===== src/rtl/strem_pkg.sv =====
package strem_pkg;

  // Q0.16 unity
  localparam logic [16:0] Q16_ONE = 17'd65536;

  // quarter-wave sine polynomial coefficients (Q1.16)
  localparam logic [16:0] SIN_A = 17'd102944;
  localparam logic [16:0] SIN_B = 17'd42047;
  localparam logic [16:0] SIN_C = 17'd4640;

  // gain is Q0.32 in 0..2^32
  localparam int unsigned GAIN_W = 33;
  localparam logic [GAIN_W-1:0] GAIN_ONE = 33'h1_0000_0000;

  // LFO arithmetic width (Q0.16 values up to 1.0, sine terms up to ~1.57)
  localparam int unsigned LFO_W = 17;

  // configuration port
  localparam int unsigned CFG_ADDR_W = 2;
  localparam int unsigned CFG_DATA_W = 24;
  localparam int unsigned DEPTH_W    = 17;
  localparam int unsigned INC_W      = 24;
  localparam int unsigned WAVE_W     = 2;

  localparam logic [CFG_ADDR_W-1:0] REG_DEPTH = 2'd0;
  localparam logic [CFG_ADDR_W-1:0] REG_INC   = 2'd1;
  localparam logic [CFG_ADDR_W-1:0] REG_WAVE  = 2'd2;

  localparam logic [WAVE_W-1:0] WAVE_SINE   = 2'd0;
  localparam logic [WAVE_W-1:0] WAVE_TRI    = 2'd1;
  localparam logic [WAVE_W-1:0] WAVE_SQUARE = 2'd2;

  localparam logic [DEPTH_W-1:0] DEPTH_RST = 17'd32768;
  localparam logic [INC_W-1:0]   INC_RST   = 24'd357914;

  // queue status seen by both sides
  typedef struct packed {
    logic full;
    logic empty;
  } strem_qstat_t;

endpackage


===== src/rtl/stereo_tremolo_lfo_gain_core.sv =====
// Stereo tremolo: each request carries a left/right sample pair; both are
// scaled by gain = 1 - depth*u, where u is a unipolar LFO (sine, triangle or
// square) taken from a phase accumulator that starts at zero after reset and
// advances by phase_increment once per request. Products are floored. One
// result leaves for every request, in order, with tlast copied through.
// The front end accepts a request, evaluates the LFO and the gain on one
// shared 17x17 multiplier and pushes the work into a two-entry queue; the
// back end scales left then right on one sample-by-gain multiplier and parks
// the pair in an output register. A sine request holds the front end through
// accept, four polynomial steps, gain and push (which waits while the queue
// is full); triangle and square skip the polynomial steps. The back end pops,
// scales left, scales right and loads the output register once it is free.
// Configuration writes take effect at once and are meant for idle periods;
// register index 3 is ignored. No clearing pass after reset.
module stereo_tremolo_lfo_gain_core #(
  parameter int unsigned SAMPLE_BITS     = 24,
  parameter int unsigned PHASE_BITS      = 32,
  parameter int unsigned SINE_TABLE_BITS = 10
) (
  input  logic                              clk,
  input  logic                              rst_n,
  // configuration write port
  input  logic                              cfg_we,
  input  logic [strem_pkg::CFG_ADDR_W-1:0]  cfg_addr,
  input  logic [strem_pkg::CFG_DATA_W-1:0]  cfg_wdata,
  // input stream
  input  logic                              in_tvalid,
  output logic                              in_tready,
  // fields from bit 0: left_in, right_in, zero pad to bytes
  input  logic [((2*SAMPLE_BITS+7)/8)*8-1:0] in_tdata,
  input  logic                              in_tlast,   // block_end
  // result stream
  output logic                              out_tvalid,
  input  logic                              out_tready,
  // fields from bit 0: left_out, right_out, zero pad to bytes
  output logic [((2*SAMPLE_BITS+7)/8)*8-1:0] out_tdata,
  output logic                              out_tlast   // block_end_out
);

  localparam int unsigned QW = 2 * SAMPLE_BITS + 1 + strem_pkg::GAIN_W;

  // front -> queue -> back
  strem_pkg::strem_qstat_t q_stat;
  logic                    q_push;
  logic                    q_pop;
  logic [QW-1:0]           q_wdata;
  logic [QW-1:0]           q_rdata;

  logic [SAMPLE_BITS-1:0]  res_left;
  logic [SAMPLE_BITS-1:0]  res_right;

  strem_front #(
    .SAMPLE_BITS     (SAMPLE_BITS),
    .PHASE_BITS      (PHASE_BITS),
    .SINE_TABLE_BITS (SINE_TABLE_BITS),
    .QW              (QW)
  ) u_front (
    .clk       (clk),
    .rst_n     (rst_n),
    .cfg_we    (cfg_we),
    .cfg_addr  (cfg_addr),
    .cfg_wdata (cfg_wdata),
    .in_valid  (in_tvalid),
    .in_ready  (in_tready),
    .in_left   (in_tdata[SAMPLE_BITS-1:0]),
    .in_right  (in_tdata[2*SAMPLE_BITS-1:SAMPLE_BITS]),
    .in_last   (in_tlast),
    .q_stat    (q_stat),
    .q_push    (q_push),
    .q_data    (q_wdata)
  );

  // two entries let the front end start the next LFO while the back end scales
  strem_fifo #(
    .W     (QW),
    .DEPTH (2)
  ) u_queue (
    .clk       (clk),
    .rst_n     (rst_n),
    .push      (q_push),
    .push_data (q_wdata),
    .pop       (q_pop),
    .pop_data  (q_rdata),
    .stat      (q_stat)
  );

  strem_back #(
    .SAMPLE_BITS (SAMPLE_BITS),
    .QW          (QW)
  ) u_back (
    .clk       (clk),
    .rst_n     (rst_n),
    .q_stat    (q_stat),
    .q_pop     (q_pop),
    .q_data    (q_rdata),
    .out_valid (out_tvalid),
    .out_ready (out_tready),
    .out_left  (res_left),
    .out_right (res_right),
    .out_last  (out_tlast)
  );

  always_comb begin
    out_tdata = '0;
    out_tdata[SAMPLE_BITS-1:0]             = res_left;
    out_tdata[2*SAMPLE_BITS-1:SAMPLE_BITS] = res_right;
  end

endmodule


===== src/rtl/strem_fifo.sv =====
module strem_fifo #(
  parameter int unsigned W     = 83,
  parameter int unsigned DEPTH = 2
) (
  input  logic                  clk,
  input  logic                  rst_n,
  input  logic                  push,
  input  logic [W-1:0]          push_data,
  input  logic                  pop,
  output logic [W-1:0]          pop_data,
  output strem_pkg::strem_qstat_t stat
);

  localparam int unsigned AW = (DEPTH > 1) ? $clog2(DEPTH) : 1;
  localparam int unsigned CW = $clog2(DEPTH + 1);

  logic [W-1:0]  mem_r [DEPTH];
  logic [AW-1:0] wr_ptr_r, wr_ptr_nxt;
  logic [AW-1:0] rd_ptr_r, rd_ptr_nxt;
  logic [CW-1:0] count_r, count_nxt;

  always_comb begin
    wr_ptr_nxt = wr_ptr_r;
    rd_ptr_nxt = rd_ptr_r;
    count_nxt  = count_r;
    if (push) begin
      wr_ptr_nxt = (wr_ptr_r == AW'(DEPTH - 1)) ? '0 : wr_ptr_r + AW'(1);
    end
    if (pop) begin
      rd_ptr_nxt = (rd_ptr_r == AW'(DEPTH - 1)) ? '0 : rd_ptr_r + AW'(1);
    end
    if (push && !pop) begin
      count_nxt = count_r + CW'(1);
    end else if (pop && !push) begin
      count_nxt = count_r - CW'(1);
    end
  end

  always_ff @(posedge clk) begin
    if (!rst_n) begin
      wr_ptr_r <= '0;
      rd_ptr_r <= '0;
      count_r  <= '0;
    end else begin
      wr_ptr_r <= wr_ptr_nxt;
      rd_ptr_r <= rd_ptr_nxt;
      count_r  <= count_nxt;
    end
  end

  always_ff @(posedge clk) begin
    if (push) begin
      mem_r[wr_ptr_r] <= push_data;
    end
  end

  assign pop_data   = mem_r[rd_ptr_r];
  assign stat.full  = (count_r == CW'(DEPTH));
  assign stat.empty = (count_r == '0);

  // no overflow, no underflow, occupancy bounded, count steps up on a lone push
  a_no_overflow: assert property (@(posedge clk) disable iff (!rst_n)
    push |-> (count_r < CW'(DEPTH) || pop))
    else $error("queue written while full");

  a_no_underflow: assert property (@(posedge clk) disable iff (!rst_n)
    pop |-> count_r != '0)
    else $error("queue read while empty");

  a_count_bound: assert property (@(posedge clk) disable iff (!rst_n)
    count_r <= CW'(DEPTH))
    else $error("queue occupancy out of range");

  a_count_step: assert property (@(posedge clk) disable iff (!rst_n)
    (push && !pop) |=> count_r == $past(count_r) + CW'(1))
    else $error("queue count did not advance on push");

endmodule


===== src/rtl/strem_front.sv =====
module strem_front #(
  parameter int unsigned SAMPLE_BITS     = 24,
  parameter int unsigned PHASE_BITS      = 32,
  parameter int unsigned SINE_TABLE_BITS = 10,
  parameter int unsigned QW              = 2 * SAMPLE_BITS + 1 + strem_pkg::GAIN_W
) (
  input  logic                              clk,
  input  logic                              rst_n,
  input  logic                              cfg_we,
  input  logic [strem_pkg::CFG_ADDR_W-1:0]  cfg_addr,
  input  logic [strem_pkg::CFG_DATA_W-1:0]  cfg_wdata,
  input  logic                              in_valid,
  output logic                              in_ready,
  input  logic [SAMPLE_BITS-1:0]            in_left,
  input  logic [SAMPLE_BITS-1:0]            in_right,
  input  logic                              in_last,
  input  strem_pkg::strem_qstat_t           q_stat,
  output logic                              q_push,
  output logic [QW-1:0]                     q_data
);

  localparam int unsigned LW  = strem_pkg::LFO_W;
  localparam int unsigned RW  = SINE_TABLE_BITS - 2;
  localparam int unsigned ZSH = 16 - RW;

  localparam logic [2:0] F_IDLE = 3'd0;
  localparam logic [2:0] F_Z2   = 3'd1;
  localparam logic [2:0] F_T1   = 3'd2;
  localparam logic [2:0] F_T2   = 3'd3;
  localparam logic [2:0] F_S    = 3'd4;
  localparam logic [2:0] F_GAIN = 3'd5;
  localparam logic [2:0] F_PUSH = 3'd6;

  logic [2:0]                      state_r, state_nxt;
  logic [PHASE_BITS-1:0]           phase_r, phase_nxt;
  logic [strem_pkg::DEPTH_W-1:0]   depth_r;
  logic [strem_pkg::INC_W-1:0]     inc_r;
  logic [strem_pkg::WAVE_W-1:0]    wave_r;

  logic [SAMPLE_BITS-1:0]          left_r, right_r;
  logic                            last_r;
  logic [1:0]                      quad_r;
  logic [LW-1:0]                   z_r, z2_r, t_r, u_r;
  logic [strem_pkg::GAIN_W-1:0]    g_r;

  logic                            accept;
  logic [SINE_TABLE_BITS-1:0]      k;
  logic [RW-1:0]                   r;
  logic [LW-1:0]                   z_raw, z_new;
  logic [15:0]                     f;
  logic [LW-1:0]                   u_tri, u_sq;
  logic [LW-1:0]                   d_sat;
  logic [LW-1:0]                   mul_a, mul_b;
  logic [2*LW-1:0]                 prod;
  logic [LW:0]                     s_w;
  logic [LW-1:0]                   s_c;
  logic [LW:0]                     u_sum;

  assign in_ready = (state_r == F_IDLE);
  assign accept   = in_valid && in_ready;

  // LFO setup from the current phase
  assign k     = phase_r[PHASE_BITS-1 -: SINE_TABLE_BITS];
  assign r     = k[RW-1:0];
  assign z_raw = LW'(r) << ZSH;
  assign z_new = k[SINE_TABLE_BITS-2] ? (strem_pkg::Q16_ONE - z_raw) : z_raw;
  assign f     = phase_r[PHASE_BITS-1 -: 16];
  assign u_tri = f[15] ? LW'((LW+1)'(131072) - (LW+1)'({f, 1'b0})) : LW'({f, 1'b0});
  assign u_sq  = phase_r[PHASE_BITS-1] ? '0 : strem_pkg::Q16_ONE;
  assign d_sat = (depth_r > strem_pkg::Q16_ONE) ? strem_pkg::Q16_ONE : depth_r;

  // single shared multiplier
  always_comb begin
    mul_a = '0;
    mul_b = '0;
    unique case (state_r)
      F_Z2: begin
        mul_a = z_r;
        mul_b = z_r;
      end
      F_T1: begin
        mul_a = z2_r;
        mul_b = strem_pkg::SIN_C;
      end
      F_T2: begin
        mul_a = z2_r;
        mul_b = t_r;
      end
      F_S: begin
        mul_a = z_r;
        mul_b = t_r;
      end
      F_GAIN: begin
        mul_a = d_sat;
        mul_b = u_r;
      end
      default: begin
        mul_a = '0;
        mul_b = '0;
      end
    endcase
  end

  assign prod  = mul_a * mul_b;
  assign s_w   = (LW+1)'(prod >> 16);
  assign s_c   = (s_w > (LW+1)'(strem_pkg::Q16_ONE)) ? strem_pkg::Q16_ONE : s_w[LW-1:0];
  assign u_sum = quad_r[1] ? ((LW+1)'(strem_pkg::Q16_ONE) - (LW+1)'(s_c))
                           : ((LW+1)'(strem_pkg::Q16_ONE) + (LW+1)'(s_c));

  always_comb begin
    state_nxt = state_r;
    phase_nxt = phase_r;
    q_push    = 1'b0;
    unique case (state_r)
      F_IDLE: begin
        if (accept) begin
          phase_nxt = phase_r + PHASE_BITS'(inc_r);
          state_nxt = (wave_r == strem_pkg::WAVE_SINE) ? F_Z2 : F_GAIN;
        end
      end
      F_Z2:   state_nxt = F_T1;
      F_T1:   state_nxt = F_T2;
      F_T2:   state_nxt = F_S;
      F_S:    state_nxt = F_GAIN;
      F_GAIN: state_nxt = F_PUSH;
      F_PUSH: begin
        if (!q_stat.full) begin
          q_push    = 1'b1;
          state_nxt = F_IDLE;
        end
      end
      default: state_nxt = F_IDLE;
    endcase
  end

  always_ff @(posedge clk) begin
    if (!rst_n) begin
      state_r <= F_IDLE;
      phase_r <= '0;
      depth_r <= strem_pkg::DEPTH_RST;
      inc_r   <= strem_pkg::INC_RST;
      wave_r  <= strem_pkg::WAVE_SINE;
    end else begin
      state_r <= state_nxt;
      phase_r <= phase_nxt;
      if (cfg_we) begin
        unique case (cfg_addr)
          strem_pkg::REG_DEPTH: depth_r <= cfg_wdata[strem_pkg::DEPTH_W-1:0];
          strem_pkg::REG_INC:   inc_r   <= cfg_wdata[strem_pkg::INC_W-1:0];
          strem_pkg::REG_WAVE:  wave_r  <= cfg_wdata[strem_pkg::WAVE_W-1:0];
          default: ;
        endcase
      end
    end
  end

  always_ff @(posedge clk) begin
    unique case (state_r)
      F_IDLE: begin
        if (accept) begin
          left_r  <= in_left;
          right_r <= in_right;
          last_r  <= in_last;
          quad_r  <= k[SINE_TABLE_BITS-1 -: 2];
          z_r     <= z_new;
          u_r     <= (wave_r == strem_pkg::WAVE_TRI) ? u_tri : u_sq;
        end
      end
      F_Z2:   z2_r <= LW'(prod >> 16);
      F_T1:   t_r  <= strem_pkg::SIN_B - LW'(prod >> 16);
      F_T2:   t_r  <= strem_pkg::SIN_A - LW'(prod >> 16);
      F_S:    u_r  <= u_sum[LW:1];
      F_GAIN: g_r  <= strem_pkg::GAIN_ONE - strem_pkg::GAIN_W'(prod);
      default: ;
    endcase
  end

  assign q_data = {g_r, last_r, right_r, left_r};

endmodule


===== src/rtl/strem_back.sv =====
module strem_back #(
  parameter int unsigned SAMPLE_BITS = 24,
  parameter int unsigned QW          = 2 * SAMPLE_BITS + 1 + strem_pkg::GAIN_W
) (
  input  logic                    clk,
  input  logic                    rst_n,
  input  strem_pkg::strem_qstat_t q_stat,
  output logic                    q_pop,
  input  logic [QW-1:0]           q_data,
  output logic                    out_valid,
  input  logic                    out_ready,
  output logic [SAMPLE_BITS-1:0]  out_left,
  output logic [SAMPLE_BITS-1:0]  out_right,
  output logic                    out_last
);

  localparam int unsigned SB = SAMPLE_BITS;
  localparam int unsigned GW = strem_pkg::GAIN_W;

  localparam logic [1:0] B_IDLE  = 2'd0;
  localparam logic [1:0] B_LEFT  = 2'd1;
  localparam logic [1:0] B_RIGHT = 2'd2;
  localparam logic [1:0] B_LOAD  = 2'd3;

  logic [1:0]       state_r, state_nxt;
  logic [SB-1:0]    left_r, right_r, lres_r, rres_r;
  logic             last_r;
  logic [GW-1:0]    g_r;
  logic             out_valid_r, out_valid_nxt;
  logic [SB-1:0]    out_left_r, out_right_r;
  logic             out_last_r;
  logic             load;

  logic [SB-1:0]    smp, mag, res;
  logic             neg;
  logic [SB+31:0]   prod;
  logic [SB+32:0]   sum;
  logic [SB:0]      q;

  // floor(smp * g / 2^32), g in Q0.32 up to 1.0
  assign smp  = (state_r == B_LEFT) ? left_r : right_r;
  assign neg  = smp[SB-1];
  assign mag  = neg ? (SB'(0) - smp) : smp;
  assign prod = (SB+32)'(mag) * (SB+32)'(g_r[31:0]);
  assign sum  = (SB+33)'(prod) + (neg ? (SB+33)'(32'hFFFF_FFFF) : '0);
  assign q    = sum[SB+32:32];
  assign res  = g_r[GW-1] ? smp : (neg ? SB'((SB+1)'(0) - q) : SB'(q));

  assign load = (state_r == B_LOAD) && (!out_valid_r || out_ready);

  always_comb begin
    state_nxt = state_r;
    q_pop     = 1'b0;
    unique case (state_r)
      B_IDLE: begin
        if (!q_stat.empty) begin
          q_pop     = 1'b1;
          state_nxt = B_LEFT;
        end
      end
      B_LEFT:  state_nxt = B_RIGHT;
      B_RIGHT: state_nxt = B_LOAD;
      B_LOAD: begin
        if (load) begin
          state_nxt = B_IDLE;
        end
      end
      default: state_nxt = B_IDLE;
    endcase
  end

  always_comb begin
    out_valid_nxt = out_valid_r;
    if (load) begin
      out_valid_nxt = 1'b1;
    end else if (out_ready) begin
      out_valid_nxt = 1'b0;
    end
  end

  always_ff @(posedge clk) begin
    if (!rst_n) begin
      state_r     <= B_IDLE;
      out_valid_r <= 1'b0;
    end else begin
      state_r     <= state_nxt;
      out_valid_r <= out_valid_nxt;
    end
  end

  always_ff @(posedge clk) begin
    if (q_pop) begin
      left_r  <= q_data[SB-1:0];
      right_r <= q_data[2*SB-1:SB];
      last_r  <= q_data[2*SB];
      g_r     <= q_data[2*SB+1 +: GW];
    end
    if (state_r == B_LEFT) begin
      lres_r <= res;
    end
    if (state_r == B_RIGHT) begin
      rres_r <= res;
    end
    if (load) begin
      out_left_r  <= lres_r;
      out_right_r <= rres_r;
      out_last_r  <= last_r;
    end
  end

  assign out_valid = out_valid_r;
  assign out_left  = out_left_r;
  assign out_right = out_right_r;
  assign out_last  = out_last_r;

endmodule

===== config.mk =====
export PLATFORM = sky130hd
export DESIGN_NAME = stereo_tremolo_lfo_gain_core
export DESIGN_NICKNAME = d
export VERILOG_FILES = /design/src/rtl/strem_pkg.sv /design/src/rtl/stereo_tremolo_lfo_gain_core.sv /design/src/rtl/strem_fifo.sv /design/src/rtl/strem_front.sv /design/src/rtl/strem_back.sv
export SDC_FILE = /design/constraint.sdc
export NUM_CORES = 2
export LEC_CHECK = 0
export BUFFER_PORTS_ARGS = -buffer_cell sky130_fd_sc_hd__buf_2
export CAP_MARGIN = 0
export CORE_UTILIZATION = 57
export DETAILED_ROUTE_END_ITERATION = 8
export GPL_TIMING_DRIVEN = 0
export PLACE_DENSITY = 0.76
export SETUP_SLACK_MARGIN = 0.15
export SLEW_MARGIN = 20
export SYNTH_ARGS = -nofsm -noshare
export SYNTH_HDL_FRONTEND = slang
export SYNTH_SLANG_ARGS = --single-unit

===== constraint.sdc =====
create_clock -name clk -period 12.3 [get_ports clk]
set_clock_uncertainty 0.1 [all_clocks]
set_input_delay 0.615 -clock clk [delete_from_list [all_inputs] [get_ports clk]]
set_output_delay 0.615 -clock clk [all_outputs]
set_load 0.02 [all_outputs]

======== Word-level counts from Yosys, hierarchy flattened ========
Memory sizes are Yosys's and may differ from the RTL's. A register that Yosys moved wholly into a read port is not among the register bits.
Index checks and enable logic that the tools add are counted.
word-level totals
  bits in registers ....................... 334
  latch bits .............................. 0
  memory bits (writable) .................. 164
  ROM bits ................................ 0
  input port bits ......................... 80
  output and inout bits ................... 51
  word-level logic and storage cells ...... 125
  memories ................................ 1
cells by class
  $add $sub $neg .......................... 15
  multipliers ............................. 2
  div/mod/pow operators ................... 0
  $lt $le $gt $ge ......................... 2
  equality and inequality tests ........... 17
  shift operators ......................... 0
  multiplexer cells ....................... 36
  bitwise operators ....................... 0
  reduce and logical (&&, ||, !) cells .... 27
memories
  memory         words  bits a word  rd ports  clocked after memory_dff  write ports  line              source
  u_queue.mem_r  2      82           1         1                         1            strem_fifo.sv:17  logic [W-1:0] mem_r [DEPTH];
operators by type and width
  cell                    number
  $mux 17                 6
  $mux 24                 4
  $pmux 17 s2             2
  $pmux 17 s4             1
  $add 56x56->56          1
  $mul 24x32->56          1
  $pmux 17 s3             1
  $sub 1x24->24 const A   2
  $mul 17x17->34          1
  $sub 33x33->33 const A  1
  $add 32x24->32          1
  $mux 32                 1
  $pmux 3 s7              1
  $add 17x17->18 const A  1
  $gt 18x17->1 const B    1
  $mux 18                 1
  $sub 17x17->18 const A  1
  $gt 17x17->1 const B    1
  $sub 1x17->17 const A   1
  $sub 16x17->17 const A  1
  $sub 17x16->17 const A  1
  $sub 17x17->17 const A  1
  $mux 16                 1
  $reduce_and 2->1        7
  21 further kinds        59

======== Longest topological paths before layout ========
  depth after elaboration ................. 9
  mapped depth ............................ 48
  mapped depth without buffers ............ 41

======== Modules after synthesis ========
Synthesis repeated with hierarchy kept, for this count alone.
unflattened totals
  cell total of the unflattened synthesis .. 6082
  area total of the unflattened synthesis .. 60468.0 um^2
modules (own cells, without submodules)
  module       times used  cells each  area an instance (um^2)  sequential area each (um^2)
  strem_back   1           3461        33164.3                  5435.2
  strem_front  1           2344        21139.0                  5855.6
  strem_fifo   1           277         6164.7                   5024.8

======== Worst setup path before layout ========
Ideal clock, no wire load.
  path type ............................... register to register
  from .................................... register u_back.state_r[1]
  to ...................................... register u_back.lres_r[23] (data pin)
  setup time .............................. 191 ps
  arrival ................................. 11656 ps
  data required time ...................... 12009 ps
  slack ................................... 353 ps
  cell stages (with the launch flop) ...... 43
  path buffers ............................ 6
  period minus slack after synthesis ...... 11947 ps
  cell sequence ........................... dfxtp_1 inv_1 ha_1 buf_2 buf_1 buf_2 buf_1 buf_2 mux2i_1 ha_1 o21ai_0 or2_2 nor2_1 and3_1 and3_1 nor2b_1 and3_1 a41oi_1 [7 not listed] fa_1 fa_1 inv_1 fa_1 inv_1 fa_1 ha_1 a21oi_1 o21ai_0 a22oi_1 nand2_1 a22o_1 or4_1 a2111oi_4 nor4b_4 and4_1 a311oi_1 a311oi_1
between the ends
  longest elaborated chain between the ends .. 9
  elaborated cells between the ends (all ways) .. 10
  classes of those cells .................. add/sub (3); mul (1); eq/ne (1); mux (5)
ends and longest elaborated chain
  what                    line              source
  start, declared         strem_back.sv:25  logic [1:0] state_r, state_nxt;
  start signal, assigned  strem_back.sv:86  state_r <= state_nxt;
  $eq 2x1->1 *            strem_back.sv:41  assign smp = (state_r == B_LEFT) ? left_r : right_r;
  $mux 24 *               strem_back.sv:41
  $sub 1x24->24           strem_back.sv:43  assign mag = neg ? (SB'(0) - smp) : smp;
  $mux 24                 strem_back.sv:43
  $mul 24x32->56          strem_back.sv:44  assign prod = (SB+32)'(mag) * (SB+32)'(g_r[31:0]);
  $add 56x56->56          strem_back.sv:45  assign sum = (SB+33)'(prod) + (neg ? (SB+33)'(32'hFFFF_FFFF) : '0);
  $sub 1x24->24           strem_back.sv:47  assign res = g_r[GW-1] ? smp : (neg ? SB'((SB+1)'(0) - q) : SB'(q));
  $mux 24                 strem_back.sv:47
  $mux 24 *               strem_back.sv:47
  net u_back.res[23]      strem_back.sv:34  logic [SB-1:0] smp, mag, res;
  end signal, assigned    strem_back.sv:99  lres_r <= res;
  end, declared           strem_back.sv:26  logic [SB-1:0] left_r, right_r, lres_r, rres_r;
Mark *: on every way through the listed nets, which the timed path passes. The rest lies on a longest branch.
A chain may end at the register's enable or synchronous reset.

======== Worst setup path after layout ========
  from .................................... register u_back.state_r[1]
  to ...................................... register u_back.lres_r[13] (data pin)
Same word-level chain as after synthesis.

==> flow_metrics.py <==
metrics = {
    "critical_path": {
        "rr_worst_depth": 34,
        "cp_data_arrival_time_ns": 12.33,
        "crit_path_start_kind": "flip-flop",
        "cp-end-kind": "flip-flop",
        "critPathKind": "flip-flop to flip-flop",
        "r2r-start": "u_back.state_r[1]",
        "crit_path_end": "u_back.lres_r[13]",
        "path_delay_family": "adder cells",
        "cpMaxStageDelayCell": "fa_1",
        "critPathMaxStageDelay_ns": 0.59,
        "rr_endpoint": "u_back.lres_r[13]",
        "critPathLaunch": "u_back.state_r[1]",
        "crit_path_frequent_cell": "fa_1",
        "critPathMaxFanout": 10,
        "worst_ep_required_time_ns": 12.49,
        "reg2reg_slack_ns": 0.17,
        "critical_path_depth": 34,
        "cp_num_buf_inv": 7,
    },
    "sta": {
        "finalSetupViolCount": 0,
        "hold_viol": 0,
        "min_period_ns": 12.13,
        "tightest_slew_ns": 1.19,
        "fmax_ghz": 0.0824,
        "rsz0062_at_grt": "no",
        "whs_ns": 0.0704,
        "period_share_pct": 98.6,
        "final.setup.tns_ns": 0,
        "maxSlewHeadroom_pct": 20.7,
        "slew_viol_final": 0,
        "setup_slack_ns": 0.169,
    },
    "placement": {
        "place_inst": 7404,
        "numPortBuffers": 130,
        "dp_hpwl_um": 134000,
        "place_congestion": 1.01,
        "place_worst_setup_slack_ns": -3.11,
    },
    "clock_network": {
        "hold_buffers": 0,
        "cts.sinks": 571,
        "cts_made_buffers": 55,
        "clkLatencyLatePin_ns": 0.63,
        "h-tree-depth": 2,
        "root_buffer": "clkbuf_16",
        "path_clk_slew_ns": 0.06,
        "cts_tree": "done",
        "cts_max_path_buffers": 3,
    },
    "layout": {
        "layout.nets": 7449,
        "final_cells": 7542,
        "area_growth_syn_to_layout_pct": 9.67,
        "drive_gt1_share_pct": 8.77,
        "fillerInstances": 8056,
    },
    "yosys": {
        "synthTopCellsByCount": "1,072 x inv_1, 975 x nand2_1, 912 x fa_1",
        "synth_area_um2": 59100,
        "yosysMostFrequentCell": "inv_1",
        "synth_top_area_share_pct": 30.9,
        "avgSynthCellArea_um2": 10.0,
        "synth.area.top_cells": "fa_1 31%, edfxtp_1 25%, ha_1 7.0%",
        "synth_edf_count": 486,
        "synth_top_area_cell": "fa_1",
        "syn_nets": 7217,
        "syn_inst": 5892,
        "ys_warn_count": 0,
        "ys_ff_latch": 571,
        "synth_flop_cell": "edfxtp_1",
        "seq_area_frac_synth_pct": 27.6,
        "synth-async-reset-ratio_pct": 0,
        "ys_types": 94,
    },
    "routing": {
        "drt-total-wl_um": 169000,
        "routedWlPerCell_um": 22.5,
        "drt_iter0_markers": 4365,
        "firstDrtPassIters": 6,
        "drt-vias-per-instance": 5.85,
        "vias": 44100,
        "drcViolationCount": 0,
        "detail-route-antenna-nets": 0,
    },
    "hold_path": {
        "hold_class": "input port to flip-flop",
        "hold_depth": 1,
    },
    "global_routing": {
        "grtUsageTotal_pct": 32.8,
        "antenna_found_initial": 9,
        "grt_pass1_vias": 44600,
        "grt_pass1_wl_um": 258000,
        "overflow": 0,
        "grt_max_degree": 53,
    },
    "floorplanning": {
        "start_util_pct": 57.8,
        "die_x_um": 324,
        "rows": 117,
        "design.die.area_um2": 105000,
        "core-area_um2": 102000,
        "ioPinCount": 131,
        "die_h_um": 324,
    },
    "outcome": {
        "status": "finished, final reports clean",
    },
    "flow_run": {
        "cap_violations": 0,
    },
}
logic make-up (layout without fill, tap and decap cells):
logic type	after synthesis	after routing	synth area share [%]
AO/OA/AOI/OAI	602	602	6.67
buffers and inverters	1340	1616	8.53
flip-flops	571	571	27.6
adder cells (fa/ha/maj)	1245	1245	37.9
AND/OR/NAND/NOR	1813	1813	14.0
other	0	6	0
XOR/XNOR	174	174	2.60
multiplexers	147	147	2.70
worst register-to-register path: cells and delay by family (launching register included):
kind,cells,cell delay (ns)
buffers and inverters,7,1.20
flip-flops,1,0.35
AO/OA/AOI/OAI,8,2.17
adder cells (fa/ha/maj),9,4.22
AND/OR/NAND/NOR,6,2.38
multiplexers,2,0.61
XOR/XNOR,2,0.78
cell type report:
class / instances / area [um2] / area share, %
Clock inverter: 31 / 352 / 0.542
Sequential cell: 571 / 16300 / 25.1
Antenna cell: 6 / 15.0 / 0.0232
Buffer: 262 / 1150 / 1.78
Inverter: 1077 / 4050 / 6.24
Timing Repair Buffer: 176 / 1290 / 2.00
Clock buffer: 70 / 1510 / 2.33
Tap cell: 1368 / 1710 / 2.64
Multi-Input combinational cell: 3981 / 38500 / 59.3
placed cells by master, fill, tap and decap left out, types with 26 or more instances in the layout:
cell / count
xor2_1: 51
a22oi_1: 27
a21oi_1: 196
xnor2_1: 101
and2_1: 231
clkbuf_16: 58
inv_1: 1069
mux2_2: 98
dfxtp_1: 84
a21o_1: 40
nand3_1: 58
nor2b_1: 73
nor2_1: 246
clkbuf_1: 214
ha_1: 327
nand2_1: 974
buf_2: 137
o21ai_0: 93
buf_4: 26
nor3_1: 47
edfxtp_1: 486
mux2i_1: 43
clkbuf_2: 28
fa_1: 910
timing repair:
item                                    in CTS  in global routing
endpoints found under the setup margin      51                 43
pin swaps                                   16                 19
resized for setup                           85                112
buffers inserted                            19                 12
gates cloned                                 0                  1
hold endpoints to repair                     0                  0
metal layers:
layer | vias to the layer above | global-route usage [%] | routed length (um) | share of wire, %
met1 | 22200 | 42.8 | 64300 | 38
met5 | - | 0 | 23 | 0.014
met4 | 4 | 14.4 | 8480 | 5.0
met2 | 2309 | 52.2 | 78600 | 46
li1 | 19100 | - | - | -
met3 | 472 | 7.85 | 18000 | 11
sequential cells by signal, indices dropped and copies added, names as in the netlist, 32 cells and up:
name and count:
u_queue.mem_r 164, u_back.g_r 33, u_front.g_r 33, u_front.phase_r 32
stage by stage:
step / util [%] / instance area [um2]
3_3_place_gp: 60.1 / 61500
5_1_grt: 63.4 / 64800
2_1_floorplan: - / 59100
6_report: 63.4 / 64800
3_5_place_dp: 60.5 / 61900
4_1_cts: 62.9 / 64400
worst min path at each step:
stage	start	end	slack (ns)
2_1_floorplan	u_back.last_r	u_back.out_last	0.30
3_3_place_gp	u_back.rres_r[18]	u_back.out_right[18]	0.30
3_5_place_dp	u_back.lres_r[22]	u_back.out_left[22]	0.30
4_1_cts	in_tdata[42]	u_front.right_r[18]	0.04
5_1_grt	in_tdata[41]	u_front.right_r[17]	0.05
6_report	in_tdata[42]	u_front.right_r[18]	0.07
Power is left out: the tool's default activity adds up to more than one toggle a clock period on the data nets, which glitch-free logic cannot reach.
